$ cat config.mk
export PLATFORM = sky130hd
export DESIGN_NAME = dtwa_ctrl_flat
export DESIGN_NICKNAME = d
export VERILOG_FILES = /design/src/rtl/dtwa_pkg.sv /design/src/rtl/dtwa_req_if.sv /design/src/rtl/dtwa_rsp_if.sv /design/src/rtl/dtwa_ctrl.sv /design/src/flat_wrapper.sv
export SDC_FILE = /design/constraint.sdc
export NUM_CORES = 1
export LEC_CHECK = 0
export BUFFER_PORTS_ARGS = -buffer_cell sky130_fd_sc_hd__buf_2
export CAP_MARGIN = 10
export CORE_UTILIZATION = 40
export CTS_CLUSTER_DIAMETER = 100
export CTS_CLUSTER_SIZE = 40
export DETAILED_ROUTE_END_ITERATION = 8
export GPL_ROUTABILITY_DRIVEN = 1
export GPL_TIMING_DRIVEN = 0
export HOLD_SLACK_MARGIN = 0.1
export PLACE_DENSITY = 0.66
export SETUP_SLACK_MARGIN = 0.1
export SKIP_CTS_REPAIR_TIMING = 1
export SLEW_MARGIN = 5
export SYNTH_ARGS = -nofsm -noshare
export SYNTH_HDL_FRONTEND = slang
export SYNTH_SLANG_ARGS = --single-unit
export TNS_END_PERCENT = 10
$ cat constraint.sdc
create_clock -name clock -period 22.1 [get_ports clock]
set_input_delay 4.42 -clock clock [delete_from_list [all_inputs] [get_ports clock]]
set_output_delay 4.42 -clock clock [all_outputs]
set_load 0.05 [all_outputs]
$ cat src/rtl/dtwa_pkg.sv
// Package with the types, codes and helper functions of the device table.
package dtwa_pkg;

   localparam int unsigned DEPTH_DEFAULT = 64;
   localparam int unsigned CHANNEL_TOP   = 14;

   // Item kinds.
   typedef enum logic [1:0] {
      KIND_OBSERVE = 2'd0,
      KIND_TICK    = 2'd1,
      KIND_READ    = 2'd2,
      KIND_NONE    = 2'd3
   } kind_type;

   // Result status codes.
   typedef enum logic [2:0] {
      STAT_DONE      = 3'd0,
      STAT_INSERTED  = 3'd1,
      STAT_EVICTED   = 3'd2,
      STAT_IGNORED   = 3'd3,
      STAT_NOT_FOUND = 3'd4
   } status_type;

   // Configuration register indexes.
   localparam logic CSR_ACTIVE     = 1'b0;
   localparam logic CSR_IDLE_LIMIT = 1'b1;

   // Station roles.
   localparam logic [1:0] ROLE_UNKNOWN = 2'd0;
   localparam logic [1:0] ROLE_AP      = 2'd1;
   localparam logic [1:0] ROLE_STA     = 2'd2;
   localparam logic [1:0] ROLE_PEER    = 2'd3;

   // One device record as kept in the table memory.
   typedef struct packed {
      logic [47:0]        mac;
      logic [1:0]         role;
      logic [2:0]         flags;
      logic [31:0]        first;
      logic [31:0]        last;
      logic signed [7:0]  rmin;
      logic signed [7:0]  rmax;
      logic signed [7:0]  rlast;
      logic [13:0]        chans;
      logic [31:0]        count;
   } rec_type;

   // Flag bit for a role: access point, station and peer each own one bit.
   function automatic logic [2:0] role_bit(input logic [1:0] r);
      logic [2:0] b;
      case (r)
         ROLE_AP:   b = 3'b001;
         ROLE_STA:  b = 3'b010;
         ROLE_PEER: b = 3'b100;
         default:   b = 3'b000;
      endcase
      return b;
   endfunction

   // An unknown new role keeps the old one; two differing known roles make a peer.
   function automatic logic [1:0] role_merge(input logic [1:0] old_r, input logic [1:0] new_r);
      logic [1:0] m;
      if (new_r == ROLE_UNKNOWN) begin
         m = old_r;
      end else if (old_r == ROLE_UNKNOWN || old_r == new_r) begin
         m = new_r;
      end else begin
         m = ROLE_PEER;
      end
      return m;
   endfunction

   // Channel mask bit; channels outside 1 to 14 set nothing.
   function automatic logic [13:0] chan_bit(input logic [7:0] c);
      logic [13:0] m;
      m = '0;
      if (c >= 8'd1 && c <= 8'(CHANNEL_TOP)) begin
         m = 14'd1 << (c - 8'd1);
      end
      return m;
   endfunction

endpackage

$ cat src/rtl/dtwa_req_if.sv
// Request channel interface of the device table.
interface dtwa_req_if;
   logic              valid;
   logic              ready;
   logic [1:0]        kind;
   logic [47:0]       station_mac;
   logic [1:0]        station_role;
   logic signed [7:0] signal_dbm;
   logic [7:0]        radio_channel;
   logic [31:0]       time_ms;
   logic [5:0]        entry_number;

   modport source (output valid, kind, station_mac, station_role, signal_dbm,
                   radio_channel, time_ms, entry_number, input ready);
   modport sink (input valid, kind, station_mac, station_role, signal_dbm,
                 radio_channel, time_ms, entry_number, output ready);
endinterface

$ cat src/rtl/dtwa_rsp_if.sv
// Result channel interface of the device table.
interface dtwa_rsp_if;
   logic              valid;
   logic              ready;
   logic [2:0]        status;
   logic [47:0]       device_mac;
   logic [1:0]        merged_role;
   logic [2:0]        role_seen_flags;
   logic [31:0]       first_seen;
   logic [31:0]       last_seen;
   logic signed [7:0] signal_min;
   logic signed [7:0] signal_max;
   logic signed [7:0] signal_last;
   logic [13:0]       channel_mask;
   logic [31:0]       sighting_count;
   logic [6:0]        occupied_count;

   modport source (output valid, status, device_mac, merged_role, role_seen_flags,
                   first_seen, last_seen, signal_min, signal_max, signal_last,
                   channel_mask, sighting_count, occupied_count, input ready);
   modport sink (input valid, status, device_mac, merged_role, role_seen_flags,
                 first_seen, last_seen, signal_min, signal_max, signal_last,
                 channel_mask, sighting_count, occupied_count, output ready);
endinterface

$ cat src/rtl/dtwa_ctrl.sv
// Sequencer of the device table: one scan over the slots, then the write back.
module dtwa_ctrl
   import dtwa_pkg::*;
#(
   parameter int unsigned TABLE_DEPTH = DEPTH_DEFAULT,
   localparam int unsigned AddrW = $clog2(TABLE_DEPTH)
) (
   input  logic             clock,
   input  logic             reset,
   dtwa_req_if.sink         req,
   dtwa_rsp_if.source       rsp,
   input  logic [6:0]       active_entries,
   input  logic [31:0]      idle_limit_ms,
   output logic [AddrW-1:0] mem_rd_addr,
   input  rec_type          mem_rd_data,
   output logic             mem_wr_en,
   output logic [AddrW-1:0] mem_wr_addr,
   output rec_type          mem_wr_data
);

   localparam int unsigned CntW = AddrW + 1;
   localparam int unsigned ExtW = (CntW > 7) ? CntW : 7;

   typedef enum logic [2:0] {
      SEQ_IDLE  = 3'b001,
      SEQ_SCAN  = 3'b010,
      SEQ_WRITE = 3'b100
   } seq_state_type;

   seq_state_type state_ff, state_in;

   // Item fields held for the whole item.
   logic [1:0]        kind_ff;
   logic [47:0]       mac_ff;
   logic [1:0]        role_ff;
   logic signed [7:0] rssi_ff;
   logic [7:0]        chan_ff;
   logic [31:0]       now_ff;
   logic [5:0]        want_ff;
   logic [CntW-1:0]   live_ff;

   // Scan pipeline and search results.
   logic [CntW-1:0]    iss_ff;
   logic               rd_vld_ff;
   logic [AddrW-1:0]   rd_idx_ff;
   logic [TABLE_DEPTH-1:0] used_ff, used_in;
   logic               found_ff;
   logic [AddrW-1:0]   match_idx_ff;
   logic               free_found_ff;
   logic [AddrW-1:0]   free_idx_ff;
   logic [AddrW-1:0]   old_idx_ff;
   logic [31:0]        min_last_ff;
   logic               hit_ff;
   logic [6:0]         seen_ff;
   logic [CntW-1:0]    occ_ff;
   rec_type            cap_ff;

   // Result register.
   logic               rsp_valid_ff;
   logic [2:0]         rsp_status_ff;
   rec_type            rsp_rec_ff;
   logic [6:0]         rsp_occ_ff;

   logic [ExtW-1:0]    act_ext;
   logic [CntW-1:0]    live;
   logic               accept;
   logic               issuing;
   logic               age_on;
   logic               u_old;
   logic               expire;
   logic               u_new;
   logic               out_free;
   logic               finish;
   logic               do_obs;
   logic [AddrW-1:0]   wr_idx;
   status_type         status;
   rec_type            new_rec;
   rec_type            out_rec;
   logic [CntW-1:0]    occ_out;

   // Effective table size: zero acts as one, oversize as the built depth.
   always_comb begin
      act_ext = ExtW'(active_entries);
      if (act_ext == '0) begin
         live = CntW'(1);
      end else if (act_ext > ExtW'(TABLE_DEPTH)) begin
         live = CntW'(TABLE_DEPTH);
      end else begin
         live = CntW'(act_ext);
      end
   end

   assign req.ready = (state_ff == SEQ_IDLE);
   assign accept    = req.valid && req.ready;
   assign issuing   = (state_ff == SEQ_SCAN) && (iss_ff < live_ff);
   assign mem_rd_addr = iss_ff[AddrW-1:0];

   // Aging of the slot whose record is on the read port.
   always_comb begin
      age_on = (kind_ff == KIND_OBSERVE) || (kind_ff == KIND_TICK);
      u_old  = used_ff[rd_idx_ff];
      expire = age_on && u_old && (idle_limit_ms != '0) &&
               (now_ff >= mem_rd_data.last) &&
               ((now_ff - mem_rd_data.last) >= idle_limit_ms);
      u_new  = u_old && !expire;
   end

   assign out_free = !rsp_valid_ff || rsp.ready;
   assign finish   = (state_ff == SEQ_WRITE) && out_free;
   assign do_obs   = (kind_ff == KIND_OBSERVE) && (mac_ff != '0);

   // Merged or freshly allocated record for an observation.
   always_comb begin
      new_rec = '0;
      new_rec.mac   = mac_ff;
      new_rec.rlast = rssi_ff;
      if (found_ff) begin
         new_rec.role  = role_merge(cap_ff.role, role_ff);
         new_rec.flags = cap_ff.flags | role_bit(role_ff);
         new_rec.first = (now_ff < cap_ff.first) ? now_ff : cap_ff.first;
         new_rec.last  = (now_ff > cap_ff.last) ? now_ff : cap_ff.last;
         new_rec.rmin  = (rssi_ff < cap_ff.rmin) ? rssi_ff : cap_ff.rmin;
         new_rec.rmax  = (rssi_ff > cap_ff.rmax) ? rssi_ff : cap_ff.rmax;
         new_rec.chans = cap_ff.chans | chan_bit(chan_ff);
         new_rec.count = cap_ff.count + 32'd1;
      end else begin
         new_rec.role  = role_ff;
         new_rec.flags = role_bit(role_ff);
         new_rec.first = now_ff;
         new_rec.last  = now_ff;
         new_rec.rmin  = rssi_ff;
         new_rec.rmax  = rssi_ff;
         new_rec.chans = chan_bit(chan_ff);
         new_rec.count = 32'd1;
      end
   end

   // Slot choice and result of the item.
   always_comb begin
      if (found_ff) begin
         wr_idx = match_idx_ff;
      end else if (free_found_ff) begin
         wr_idx = free_idx_ff;
      end else begin
         wr_idx = old_idx_ff;
      end
      status  = STAT_DONE;
      out_rec = '0;
      unique case (kind_ff)
         KIND_OBSERVE: begin
            if (mac_ff == '0) begin
               status = STAT_IGNORED;
            end else begin
               out_rec = new_rec;
               if (found_ff) begin
                  status = STAT_DONE;
               end else if (free_found_ff) begin
                  status = STAT_INSERTED;
               end else begin
                  status = STAT_EVICTED;
               end
            end
         end
         KIND_READ: begin
            if (hit_ff) begin
               out_rec = cap_ff;
            end else begin
               status = STAT_NOT_FOUND;
            end
         end
         KIND_TICK, KIND_NONE: begin
            status = STAT_DONE;
         end
         default: begin
            status = STAT_DONE;
         end
      endcase
      occ_out = occ_ff + ((status == STAT_INSERTED) ? CntW'(1) : CntW'(0));
   end

   assign mem_wr_en   = finish && do_obs;
   assign mem_wr_addr = wr_idx;
   assign mem_wr_data = new_rec;

   // Used bits: cleared by aging during the scan, set on allocation.
   always_comb begin
      used_in = used_ff;
      if (rd_vld_ff) begin
         used_in[rd_idx_ff] = u_new;
      end
      if (finish && do_obs) begin
         used_in[wr_idx] = 1'b1;
      end
   end

   // Sequencer.
   always_comb begin
      state_in = state_ff;
      unique case (state_ff)
         SEQ_IDLE: begin
            if (accept) begin
               state_in = SEQ_SCAN;
            end
         end
         SEQ_SCAN: begin
            if (!issuing && !rd_vld_ff) begin
               state_in = SEQ_WRITE;
            end
         end
         SEQ_WRITE: begin
            if (out_free) begin
               state_in = SEQ_IDLE;
            end
         end
         default: begin
            state_in = SEQ_IDLE;
         end
      endcase
   end

   // Control registers.
   always_ff @(posedge clock) begin
      if (reset) begin
         state_ff     <= SEQ_IDLE;
         used_ff      <= '0;
         rd_vld_ff    <= 1'b0;
         rsp_valid_ff <= 1'b0;
      end else begin
         state_ff  <= state_in;
         used_ff   <= used_in;
         rd_vld_ff <= issuing;
         if (finish) begin
            rsp_valid_ff <= 1'b1;
         end else if (rsp.ready) begin
            rsp_valid_ff <= 1'b0;
         end
      end
   end

   // Item capture and scan bookkeeping.
   always_ff @(posedge clock) begin
      rd_idx_ff <= iss_ff[AddrW-1:0];
      if (accept) begin
         kind_ff       <= req.kind;
         mac_ff        <= req.station_mac;
         role_ff       <= req.station_role;
         rssi_ff       <= req.signal_dbm;
         chan_ff       <= req.radio_channel;
         now_ff        <= req.time_ms;
         want_ff       <= req.entry_number;
         live_ff       <= live;
         iss_ff        <= '0;
         found_ff      <= 1'b0;
         free_found_ff <= 1'b0;
         hit_ff        <= 1'b0;
         seen_ff       <= '0;
         occ_ff        <= '0;
         old_idx_ff    <= '0;
      end else begin
         if (issuing) begin
            iss_ff <= iss_ff + CntW'(1);
         end
         if (rd_vld_ff) begin
            occ_ff <= occ_ff + (u_new ? CntW'(1) : CntW'(0));
            // First slot holding the address.
            if (kind_ff == KIND_OBSERVE && !found_ff && u_new &&
                mem_rd_data.mac == mac_ff) begin
               found_ff     <= 1'b1;
               match_idx_ff <= rd_idx_ff;
               cap_ff       <= mem_rd_data;
            end
            // Lowest free slot.
            if (!free_found_ff && !u_new) begin
               free_found_ff <= 1'b1;
               free_idx_ff   <= rd_idx_ff;
            end
            // Least recently seen slot, lowest on ties.
            if (rd_idx_ff == '0 || mem_rd_data.last < min_last_ff) begin
               min_last_ff <= mem_rd_data.last;
               old_idx_ff  <= rd_idx_ff;
            end
            // Ordinal search for a read.
            if (kind_ff == KIND_READ && !hit_ff && u_new) begin
               if (seen_ff == 7'(want_ff)) begin
                  hit_ff <= 1'b1;
                  cap_ff <= mem_rd_data;
               end else begin
                  seen_ff <= seen_ff + 7'd1;
               end
            end
         end
      end
   end

   // Result payload.
   always_ff @(posedge clock) begin
      if (finish) begin
         rsp_status_ff <= status;
         rsp_rec_ff    <= out_rec;
         rsp_occ_ff    <= 7'(occ_out);
      end
   end

   assign rsp.valid           = rsp_valid_ff;
   assign rsp.status          = rsp_status_ff;
   assign rsp.device_mac      = rsp_rec_ff.mac;
   assign rsp.merged_role     = rsp_rec_ff.role;
   assign rsp.role_seen_flags = rsp_rec_ff.flags;
   assign rsp.first_seen      = rsp_rec_ff.first;
   assign rsp.last_seen       = rsp_rec_ff.last;
   assign rsp.signal_min      = rsp_rec_ff.rmin;
   assign rsp.signal_max      = rsp_rec_ff.rmax;
   assign rsp.signal_last     = rsp_rec_ff.rlast;
   assign rsp.channel_mask    = rsp_rec_ff.chans;
   assign rsp.sighting_count  = rsp_rec_ff.count;
   assign rsp.occupied_count  = rsp_occ_ff;

endmodule

$ cat src/flat_wrapper.sv
// flat-port wrapper written by rule: the top's interface ports become plain ports
module dtwa_ctrl_flat import dtwa_pkg::*;
#(
   parameter int unsigned TABLE_DEPTH = DEPTH_DEFAULT,
   localparam int unsigned AddrW = $clog2(TABLE_DEPTH)
)
  (clock, reset, active_entries, idle_limit_ms, mem_rd_addr, mem_rd_data, mem_wr_en, mem_wr_addr, mem_wr_data, req_valid, req_kind, req_station_mac, req_station_role, req_signal_dbm, req_radio_channel, req_time_ms, req_entry_number, req_ready, rsp_valid, rsp_status, rsp_device_mac, rsp_merged_role, rsp_role_seen_flags, rsp_first_seen, rsp_last_seen, rsp_signal_min, rsp_signal_max, rsp_signal_last, rsp_channel_mask, rsp_sighting_count, rsp_occupied_count, rsp_ready);
  dtwa_req_if req_i ();
  dtwa_rsp_if rsp_i ();
  input  logic clock;
  input  logic reset;
  input  logic [6:0] active_entries;
  input  logic [31:0] idle_limit_ms;
  output logic [AddrW-1:0] mem_rd_addr;
  input  rec_type mem_rd_data;
  output logic mem_wr_en;
  output logic [AddrW-1:0] mem_wr_addr;
  output rec_type mem_wr_data;
  input wire logic [$bits(req_i.valid)-1:0] req_valid;
  input wire logic [$bits(req_i.kind)-1:0] req_kind;
  input wire logic [$bits(req_i.station_mac)-1:0] req_station_mac;
  input wire logic [$bits(req_i.station_role)-1:0] req_station_role;
  input wire logic [$bits(req_i.signal_dbm)-1:0] req_signal_dbm;
  input wire logic [$bits(req_i.radio_channel)-1:0] req_radio_channel;
  input wire logic [$bits(req_i.time_ms)-1:0] req_time_ms;
  input wire logic [$bits(req_i.entry_number)-1:0] req_entry_number;
  output wire logic [$bits(req_i.ready)-1:0] req_ready;
  output wire logic [$bits(rsp_i.valid)-1:0] rsp_valid;
  output wire logic [$bits(rsp_i.status)-1:0] rsp_status;
  output wire logic [$bits(rsp_i.device_mac)-1:0] rsp_device_mac;
  output wire logic [$bits(rsp_i.merged_role)-1:0] rsp_merged_role;
  output wire logic [$bits(rsp_i.role_seen_flags)-1:0] rsp_role_seen_flags;
  output wire logic [$bits(rsp_i.first_seen)-1:0] rsp_first_seen;
  output wire logic [$bits(rsp_i.last_seen)-1:0] rsp_last_seen;
  output wire logic [$bits(rsp_i.signal_min)-1:0] rsp_signal_min;
  output wire logic [$bits(rsp_i.signal_max)-1:0] rsp_signal_max;
  output wire logic [$bits(rsp_i.signal_last)-1:0] rsp_signal_last;
  output wire logic [$bits(rsp_i.channel_mask)-1:0] rsp_channel_mask;
  output wire logic [$bits(rsp_i.sighting_count)-1:0] rsp_sighting_count;
  output wire logic [$bits(rsp_i.occupied_count)-1:0] rsp_occupied_count;
  input wire logic [$bits(rsp_i.ready)-1:0] rsp_ready;
  assign req_i.valid = req_valid;
  assign req_i.kind = req_kind;
  assign req_i.station_mac = req_station_mac;
  assign req_i.station_role = req_station_role;
  assign req_i.signal_dbm = req_signal_dbm;
  assign req_i.radio_channel = req_radio_channel;
  assign req_i.time_ms = req_time_ms;
  assign req_i.entry_number = req_entry_number;
  assign req_ready = req_i.ready;
  assign rsp_valid = rsp_i.valid;
  assign rsp_status = rsp_i.status;
  assign rsp_device_mac = rsp_i.device_mac;
  assign rsp_merged_role = rsp_i.merged_role;
  assign rsp_role_seen_flags = rsp_i.role_seen_flags;
  assign rsp_first_seen = rsp_i.first_seen;
  assign rsp_last_seen = rsp_i.last_seen;
  assign rsp_signal_min = rsp_i.signal_min;
  assign rsp_signal_max = rsp_i.signal_max;
  assign rsp_signal_last = rsp_i.signal_last;
  assign rsp_channel_mask = rsp_i.channel_mask;
  assign rsp_sighting_count = rsp_i.sighting_count;
  assign rsp_occupied_count = rsp_i.occupied_count;
  assign rsp_i.ready = rsp_ready;
  dtwa_ctrl #(.TABLE_DEPTH(TABLE_DEPTH)) u_core (.clock(clock), .reset(reset), .req(req_i), .rsp(rsp_i), .active_entries(active_entries), .idle_limit_ms(idle_limit_ms), .mem_rd_addr(mem_rd_addr), .mem_rd_data(mem_rd_data), .mem_wr_en(mem_wr_en), .mem_wr_addr(mem_wr_addr), .mem_wr_data(mem_wr_data));
endmodule
# After elaboration in Yosys (flattened, before gate mapping)

Cells that the tools add are included.

Add/subtract/negate cells: 7
$lt $le $gt $ge: 15
Equality and inequality tests: 16
Shift operators: 1
Multiplexer cells: 43
Bitwise gates (word level): 5
Reductions and logical operators: 53

Operators by type and width:

| operator                | number |
|---|---|
| $mux W187               | 5 |
| $pmux W187 S2           | 1 |
| $mux W64                | 2 |
| $mux W85                | 1 |
| $bwmux W64              | 1 |
| $ge A32 B32 Y1          | 2 |
| $lt A32 B32 Y1          | 2 |
| $mux W32                | 2 |
| $or A64 B64 Y64         | 1 |
| $eq A48 B48 Y1          | 1 |
| $logic_not A48 Y1       | 1 |
| $reduce_bool A48 Y1     | 1 |
| $mux W46                | 1 |
| $add A32 B1 Y32 const B | 1 |
| $gt A32 B32 Y1          | 1 |
| $reduce_bool A32 Y1     | 1 |
| $sub A32 B32 Y32        | 1 |
| $mux W14                | 2 |
| $pmux W3 S3             | 3 |
| $mux W3                 | 7 |
| $logic_and A1 B1 Y1     | 20 |
| $reduce_and A3 Y1       | 6 |
| $mux W8                 | 2 |
| $add A7 B1 Y7 const B   | 2 |
| 37 further kinds        | 73 |

Bits in registers: 646
Output and inout bits: 399
Word-level logic and storage cells: 186

# Logic depth before layout (Yosys ltp)

Gate-level depths: netlist (run 1).

Word-level depth: 13
Mapped depth: 23
Gate-level depth less buffers: 23

# Worst setup path before layout (run 1)

Ideal clock, no wire load.

Kind: input port to output port
Start: input port rsp_ready
End: output port mem_wr_en
Data arrival time: 14345 ps
Data required time: 17680 ps
Slack: 3335 ps
Stages on the path: 4
Path through: nor2b_1 nor2_1 nand2_1 inv_1

Longest elaborated chain between the ends: 3

Ends and longest elaborated chain:

| what                    | RTL line           | RTL |
|---|---|---|
| from (decl)             | flat_wrapper.sv:41 | `input wire logic [$bits(rsp_i.ready)-1:0] rsp_ready;` |
| $logic_or A1 B1 Y1      | dtwa_ctrl.sv:108   | `assign out_free = !rsp_valid_ff \|\| rsp.ready;` |
| $logic_and A1 B1 Y1     | dtwa_ctrl.sv:109   | `assign finish = (state_ff == SEQ_WRITE) && out_free;` |
| named net u_core.finish | dtwa_ctrl.sv:73    | `logic finish;` |
| $logic_and A1 B1 Y1     | dtwa_ctrl.sv:181   | `assign mem_wr_en = finish && do_obs;` |
| to (decl)               | flat_wrapper.sv:16 | `output logic mem_wr_en;` |

The timed path passes the listed nets, and every way through them passes these cells.

# Worst setup path after layout (run 1)

Start: input port mem_rd_data[84] (netlist bit)
End: register u_core.free_idx_ff[5] (enable)

Longest elaborated chain between the ends: 8
Elaborated cells between the ends (all ways): 10
Those cells by class: add/sub: 1; order compare: 2; reduce/logical: 7

Ends and longest elaborated chain:

| what                                                         | RTL line                           | RTL |
|---|---|---|
| from (decl)                                                  | flat_wrapper.sv:15                 | `input rec_type mem_rd_data;` |
| $sub A32 B32 Y32 / $ge A32 B32 Y1 (equally long branches)    | dtwa_ctrl.sv:104, dtwa_ctrl.sv:103 |  |
| $ge A32 B32 Y1 / $logic_and A1 B1 Y1 (equally long branches) | dtwa_ctrl.sv:104, dtwa_ctrl.sv:102 |  |
| $logic_and A1 B1 Y1 *                                        | dtwa_ctrl.sv:103                   | `(now_ff >= mem_rd_data.last) &&` |
| $logic_not A1 Y1 *                                           | dtwa_ctrl.sv:105                   | `u_new = u_old && !expire;` |
| $logic_and A1 B1 Y1 *                                        | dtwa_ctrl.sv:105                   |  |
| $logic_not A1 Y1 *                                           | dtwa_ctrl.sv:273                   | `if (!free_found_ff && !u_new) begin` |
| $logic_and A1 B1 Y1 *                                        | dtwa_ctrl.sv:273                   |  |
| $reduce_and A3 Y1 (no line) *                                | -                                  |  |
| to (signal assigned)                                         | dtwa_ctrl.sv:275                   | `free_idx_ff <= rd_idx_ff;` |
| to (decl)                                                    | dtwa_ctrl.sv:50                    | `logic [AddrW-1:0] free_idx_ff;` |

Every way passes the cells marked *; elsewhere a longest branch is shown, timed or not.
A chain may end at the register's enable or synchronous reset.

==> results.yml, run 1 <==
run_status:
  status: "finished, final reports clean"
logic_synthesis:
  synth_area_per_cell_um2: 11.9
  synthArstFlopShare_pct: 0
  syn_inst: 2919
  ys_types: 80
  seq_area_frac_synth_pct: 53.0
  syn_area_um2: 34600
  ys_ff_latch: 646
  ys.flop_type: "edfxtp_1"
  synth-warning-count: 0
  synth-edff-count: 541
  synth_fp_nets: 3444
die:
  die_area_um2: 87800
  initial_utilization_pct: 40.5
  die_x_um: 296
  core-area_um2: 85400
  die_height_um: 296
  ios: 735
  rows: 107
sta:
  tightestPinTransition_ns: 1.23
  finalSetupViolCount: 0
  drv_slew: 0
  relSlewSlack_pct: 17.0
  timing_hold_violations_final: 0
  fmax_ghz: 0.0951
  finalCritPeriodShare_pct: 47.6
  rsz0062_at_grt: "no"
  skew_ns: 0.0644
  finalCriticalPeriod_ns: 10.52
cts:
  cts-root-buf: "clkbuf_16"
  htreeDepth: 1
  clock_latency_ns: 0.69
  cts_buffers: 31
  cts_tree: "yes"
  cts.sinks: 646
  clockBufferDepth: 3
  path_clk_slew_ns: 0.13
layout:
  drive_above_1_share_pct: 26.4
  syn_to_final_growth_pct: 19.5
  nets: 4229
  final_cell_count_no_fill: 4891
  n_fill_cell: 7864
routing:
  wl_per_cell_um: 26.4
  dr.pass1.iters: 6
  vias: 28395
  ant_nets: 0
  wl_um: 129000
  route.detailed.drc: 0
  vias_per_cell: 5.81
  drt_iter0_drc: 2804
global_routing:
  grt_pass1_wl_um: 180000
  overflow: 0
  grt_max_degree: 101
  grt_pass1_vias: 26440
  antenna_found_initial: 32
  grt_use_total_pct: 28.1
place:
  port_buffers: 734
  place.gp.congestion: 0.963
  dp.cells: 4814
  hpwl_um: 100000
setup_path:
  endpoint_kind: "flop"
  cp_data_arrival_time_ns: 10.81
  slowest_stage: "nor4_1"
  crit_chain: "buf_2 > inv_1 > ha_1 > a21o_1 > a21oi_1 > a21boi_0 > o211ai_1 > a21oi_1 > nor4b_1 > a311o_1 > ha_1 > nand4_1 > nor4_1 > o211ai_1 > a31oi_1 > a211oi_1 > o21ai_0 > inv_1 > nor3_1"
  required_ns: 22.39
  critPathKind: "input port to flop"
  cp-start-kind: "input port"
  critPathMaxStageDelay_ns: 0.80
  crit_fanout: 6
power:
  leakagePower_nw: 16.6
  report.power.total_mw: 2.69
  vdd_drop_max_mv: 0.0679
  powerDensity_nw_per_um2: 64.9
job:
  maxCapViolations: 0
worst_hold_path:
  hold_path_class: "flop to flop"
-- where the power goes --
| group | leakage, nW | total [mW] | internal (mW) | switching, mW |
|---|---|---|---|---|
| clock | 0.592 | 0.789 | 0.305 | 0.484 |
| combinational | 10.2 | 0.487 | 0.157 | 0.330 |
| sequential | 5.76 | 1.41 | 1.35 | 0.0569 |
| total | 16.6 | 2.69 | 1.81 | 0.871 |
-- logic make-up after synthesis --
logic type | synth area share [%]
AO/OA/AOI/OAI | 13.9
multiplexers | 8.76
adder cells (fa/ha/maj) | 6.85
XOR/XNOR | 3.03
flip-flops | 53.0
AND/OR/NAND/NOR | 9.83
buffers and inverters | 4.65
-- routing by layer --
| metal | track usage, % | up-vias | part of all wire (%) |
|---|---|---|---|
| met2 | 43.5 | 1462 | 45 |
| met5 | 0 | - | 0.11 |
| met4 | 12.7 | 24 | 5.0 |
| met1 | 36.5 | 13825 | 40 |
| li1 | - | 12743 | - |
| met3 | 7.52 | 341 | 10 |
-- flip-flops by register name, summed over array words and instances, names as in the netlist, 14 cells and up --
register and count:
u_core.rsp.last_seen 32, u_core.cap_ff 187, u_core.rsp.channel_mask 14, u_core.rsp.sighting_count 32
u_core.now_ff 32, u_core.mac_ff 48, u_core.min_last_ff 32, u_core.rsp.device_mac 48
u_core.used_ff 64, u_core.rsp.first_seen 32
-- cell usage in the layout, fill, tap and decap left out, types with 37 or more instances in the layout --
cell type	n
nand3_1	120
xor2_1	40
o221ai_1	63
nor2_1	114
clkbuf_1	87
a21oi_1	88
mux2i_1	51
nand2_1	219
a22o_1	150
xnor2_1	80
ha_1	188
o21ai_0	116
nand4_1	55
a211oi_1	51
buf_2	744
dfxtp_1	105
mux2_1	100
inv_1	210
edfxtp_1	541
nor3_1	37
mux2_2	102
-- synthesized netlist by cell type (40+ instances only) --
library cell  count  area share, %
nand3_1         120            1.7
inv_1           211            2.3
dfxtp_1         105            6.1
nor2_1          115            1.2
ha_1            188            6.8
nand4_1          55           0.99
a211oi_1         51            1.1
clkbuf_1         87           0.94
mux2_2          102            3.3
mux2i_1          51            1.5
xnor2_1          80            2.0
nand2_1         219            2.4
a21oi_1          88            1.3
edfxtp_1        541             47
mux2_1          100            3.3
o21ai_0         116            1.7
o221ai_1         63            1.6
a22o_1          150            3.8
xor2_1           40            1.0
-- final timing paths --
kind,startpoint,end,slack [ns],cells after the start
max,mem_rd_data[84],u_core.free_idx_ff[5]$_DFFE_PP_,11.58,19
min reg2reg,u_core.iss_ff[4]$_SDFFE_PP0P_,u_core.rd_idx_ff[4]$_DFF_P_,0.44,0
min,u_core.iss_ff[4]$_SDFFE_PP0P_,u_core.rd_idx_ff[4]$_DFF_P_,0.44,0
max reg2reg,u_core.now_ff[0]$_DFFE_PP_,u_core.free_idx_ff[5]$_DFFE_PP_,14.78,18
-- critical path, delay by kind of cell --
family	cells	cell delay (ns)
adder cells (fa/ha/maj)	2	0.67
buffers and inverters	3	0.43
AO/OA/AOI/OAI	10	3.42
AND/OR/NAND/NOR	4	1.83
-- area by class of cell --
| class | count | area, um2 | area share, % |
|---|---|---|---|
| diodes | 18 | 45.0 | 0.109 |
| plain buffers | 141 | 812 | 1.96 |
| clock buffers | 31 | 776 | 1.87 |
| clock inverters | 27 | 464 | 1.12 |
| inverters | 213 | 807 | 1.95 |
| multi-input cells | 1919 | 14700 | 35.5 |
| flip-flops and latches | 646 | 18300 | 44.3 |
| well taps | 1144 | 1430 | 3.46 |
| repair buffers | 752 | 3990 | 9.63 |
-- per-stage QoR --
stage	setup WS [ns]	instance area [um2]	setup TNS (ns)	hold WS, ns	utilization (%)
after global placement	-2.86	39700	-23.24	0.428	46.5
after global routing	11.22	41400	0	0.460	48.4
final	11.58	41400	0	0.436	48.4
after detailed placement	11.23	40100	0	0.422	46.9
after CTS	11.67	41300	0	0.439	48.4
after floorplan	3.33	34600	0	0.383	-
No activity file was read; power rests on OpenSTA's default activity.
==> inputs of run 2 (changes only) <==
--- a/config.mk
+++ b/config.mk
@@ -5,6 +5,7 @@
 export SDC_FILE = /design/constraint.sdc
 export NUM_CORES = 1
 export LEC_CHECK = 0
+export ABC_AREA = 1
 export BUFFER_PORTS_ARGS = -buffer_cell sky130_fd_sc_hd__buf_2
 export CAP_MARGIN = 10
 export CORE_UTILIZATION = 40
@@ -14,7 +15,7 @@
 export GPL_ROUTABILITY_DRIVEN = 1
 export GPL_TIMING_DRIVEN = 0
 export HOLD_SLACK_MARGIN = 0.1
-export PLACE_DENSITY = 0.66
+export PLACE_DENSITY = 0.68
 export SETUP_SLACK_MARGIN = 0.1
 export SKIP_CTS_REPAIR_TIMING = 1
 export SLEW_MARGIN = 5
==> constraint.sdc (replaced) <==
create_clock -name clock -period 8.9 [get_ports clock]
set_input_delay 1.78 -clock clock [delete_from_list [all_inputs] [get_ports clock]]
set_output_delay 1.78 -clock clock [all_outputs]
set_load 0.05 [all_outputs]
==> run 2 against run 1 <==
Against the previous run:
- count of clock-buffer cells in the layout rose by 4
- hold slack lost 0.0037 ns
- synthesized cell count rose by 43%
- clock skew is 0.0055 ns lower
- synthesized area increased by 4.5%
- via count up 22%
- sequential share of layout area decreased by 1.8 points
- critical path type unchanged
==> results.yml, run 2 <==
run_status:
  status: "finished, final reports clean"
routing:
  wl_per_cell_um: 25.3
  dr.pass1.iters: 6
  route.detailed.drc: 0
  vias: 34660
  drt_iter0_drc: 4086
  vias_per_cell: 5.61
  wl_um: 156000
  ant_nets: 0
logic_synthesis:
  seq_area_frac_synth_pct: 50.7
  synth_fp_nets: 4713
  syn_area_um2: 36200
  ys.flop_type: "edfxtp_1"
  synthTopCellsByCount: "nand2_1, edfxtp_1, inv_1"
  syn_inst: 4188
  yosys.area.top_type_share_pct: 44.9
  synth_area_per_cell_um2: 8.64
  synth-warning-count: 0
  synth_most_common_cell: "nand2_1"
  netlist.top_cell.by_area: "edfxtp_1"
  ys_ff_latch: 646
  synthArstFlopShare_pct: 0
  ys_types: 48
  synth-edff-count: 541
  synth_area_leaders: "edfxtp_1, nand2_1, ha_1"
layout:
  syn_to_final_growth_pct: 19.2
  reg_top3: "u_core.cap_ff: 187 flops, u_core.used_ff: 64 flops"
  fin_util_pct: 48.5
  drive_above_1_share_pct: 17.8
  final_design_area_no_fill_um2: 43100
  mostFrequentLayoutCells: "nand2_1, buf_2, edfxtp_1"
  layout_commonest_cell: "nand2_1"
  final_cell_count_no_fill: 6178
  nets: 5504
  largest_register: "u_core.cap_ff"
  largest_reg_flops: 187
setup_path:
  cp-start-kind: "input port"
  critPathMaxStageDelay_ns: 0.73
  crit_fanout: 10
  slowest_stage: "o21ai_0"
  critPathKind: "input port to flop"
  cp_top_family: "compound AO/OA/AOI/OAI gates"
  crit_buf_inv: 5
  cp_common_cell: "nand2_1"
  required_ns: 9.37
  endpoint_kind: "flop"
  cp_data_arrival_time_ns: 7.94
cts:
  clock_latency_ns: 0.63
  htreeDepth: 2
  path_clk_slew_ns: 0.13
  cts_tree: "yes"
  cts-root-buf: "clkbuf_16"
  clockBufferDepth: 3
  cts.sinks: 646
  cts_buffers: 34
place:
  place.gp.congestion: 0.976
  dpl-instance-area_um2: 41800
  port_buffers: 733
  hpwl_um: 123000
  dp.cells: 6107
job:
  maxCapViolations: 0
worst_hold_path:
  hold_path_class: "flop to flop"
die:
  die_area_um2: 91700
  rows: 109
  ios: 735
  core-area_um2: 89100
  initial_utilization_pct: 40.7
  die_height_um: 303
  die_x_um: 303
global_routing:
  overflow: 0
  grt_max_degree: 63
  grt_pass1_vias: 31872
  grt_use_total_pct: 32.8
  antenna_found_initial: 13
  grt_pass1_wl_um: 217000
sta:
  fmax_ghz: 0.134
  skew_ns: 0.0589
  finalSetupViolCount: 0
  tightestPinTransition_ns: 1.34
  finalCriticalPeriod_ns: 7.47
  timing_hold_violations_final: 0
  hold_ws_ns: 0.432
  finalCritPeriodShare_pct: 83.9
  relSlewSlack_pct: 10.7
  drv_slew: 0
  rsz0062_at_grt: "no"
power:
  vdd_drop_max_mv: 0.170
  leakagePower_nw: 19.4
  powerDensity_nw_per_um2: 172
==> run 2: changes by cell type after synthesis, sizes merged, moves of 63 or more <==
| cell | previous run | this run |
|---|---|---|
| nand2 | 220 | 1119 |
| a22o | 150 | 32 |
| a21oi | 88 | 242 |
| nor2 | 115 | 183 |
| inv | 212 | 483 |
| nand3 | 120 | 436 |
| o221ai | 63 | 0 |
| mux2 | 202 | 0 |
==> run 2: through the flow <==
stage | TNS (ns) | setup WS (ns) | total power [mW]
floorplan | -1.10 | -1.10 | 4.73
global placement | -1263.30 | -5.22 | 5.39
detailed placement | 0 | 0.974 | 5.40
CTS | 0 | 1.57 | 7.42
global route | 0 | 1.20 | 7.65
finish | 0 | 1.43 | 7.42
==> run 2: logic make-up after synthesis <==
kind of cell    share of synthesized area (%)
compound gates                           9.03
buf+inv                                  7.27
flops                                    50.7
simple gates                             24.1
fa+ha+maj                                6.55
xor+xnor                                 2.32
==> run 2: cell type report <==
class	count	area, um2
Clock inverter	25	402
Tap cell	1165	1460
Multi-Input combinational cell	2873	15300
Fill cell	8735	45900
Clock buffer	35	876
Inverter	489	1840
Timing Repair Buffer	755	4150
Antenna cell	10	25.0
Buffer	180	803
Sequential cell	646	18300
==> run 2: path summary, 6_finish.rpt <==
check | from | to | slack [ns] | cells past startpoint
max reg2reg | u_core.now_ff[1]$_DFFE_PP_ | u_core.cap_ff[104]$_DFFE_PP_ | 2.29 | 24
min reg2reg | u_core.iss_ff[0]$_SDFFE_PP0P_ | u_core.rd_idx_ff[0]$_DFF_P_ | 0.43 | 0
min | u_core.iss_ff[0]$_SDFFE_PP0P_ | u_core.rd_idx_ff[0]$_DFF_P_ | 0.43 | 0
max | mem_rd_data[72] | u_core.cap_ff[104]$_DFFE_PP_ | 1.43 | 26
==> run 2: routing by layer <==
metal	track usage [%]	wire [um]	vias to the layer above
li1	-	-	15784
met1	42.6	61000	16496
met2	51.8	70300	2061
met3	7.51	16500	311
met4	15.4	8210	8
met5	0	54	-
==> run 2: report_power, final <==
part           switching, mW  leakage [nW]  total (mW)  internal [mW]
clock network           1.22         0.601        2.06          0.837
registers              0.142          5.82        3.57           3.43
logic                   1.32          13.0        1.79          0.477
total                   2.68          19.4        7.42           4.74
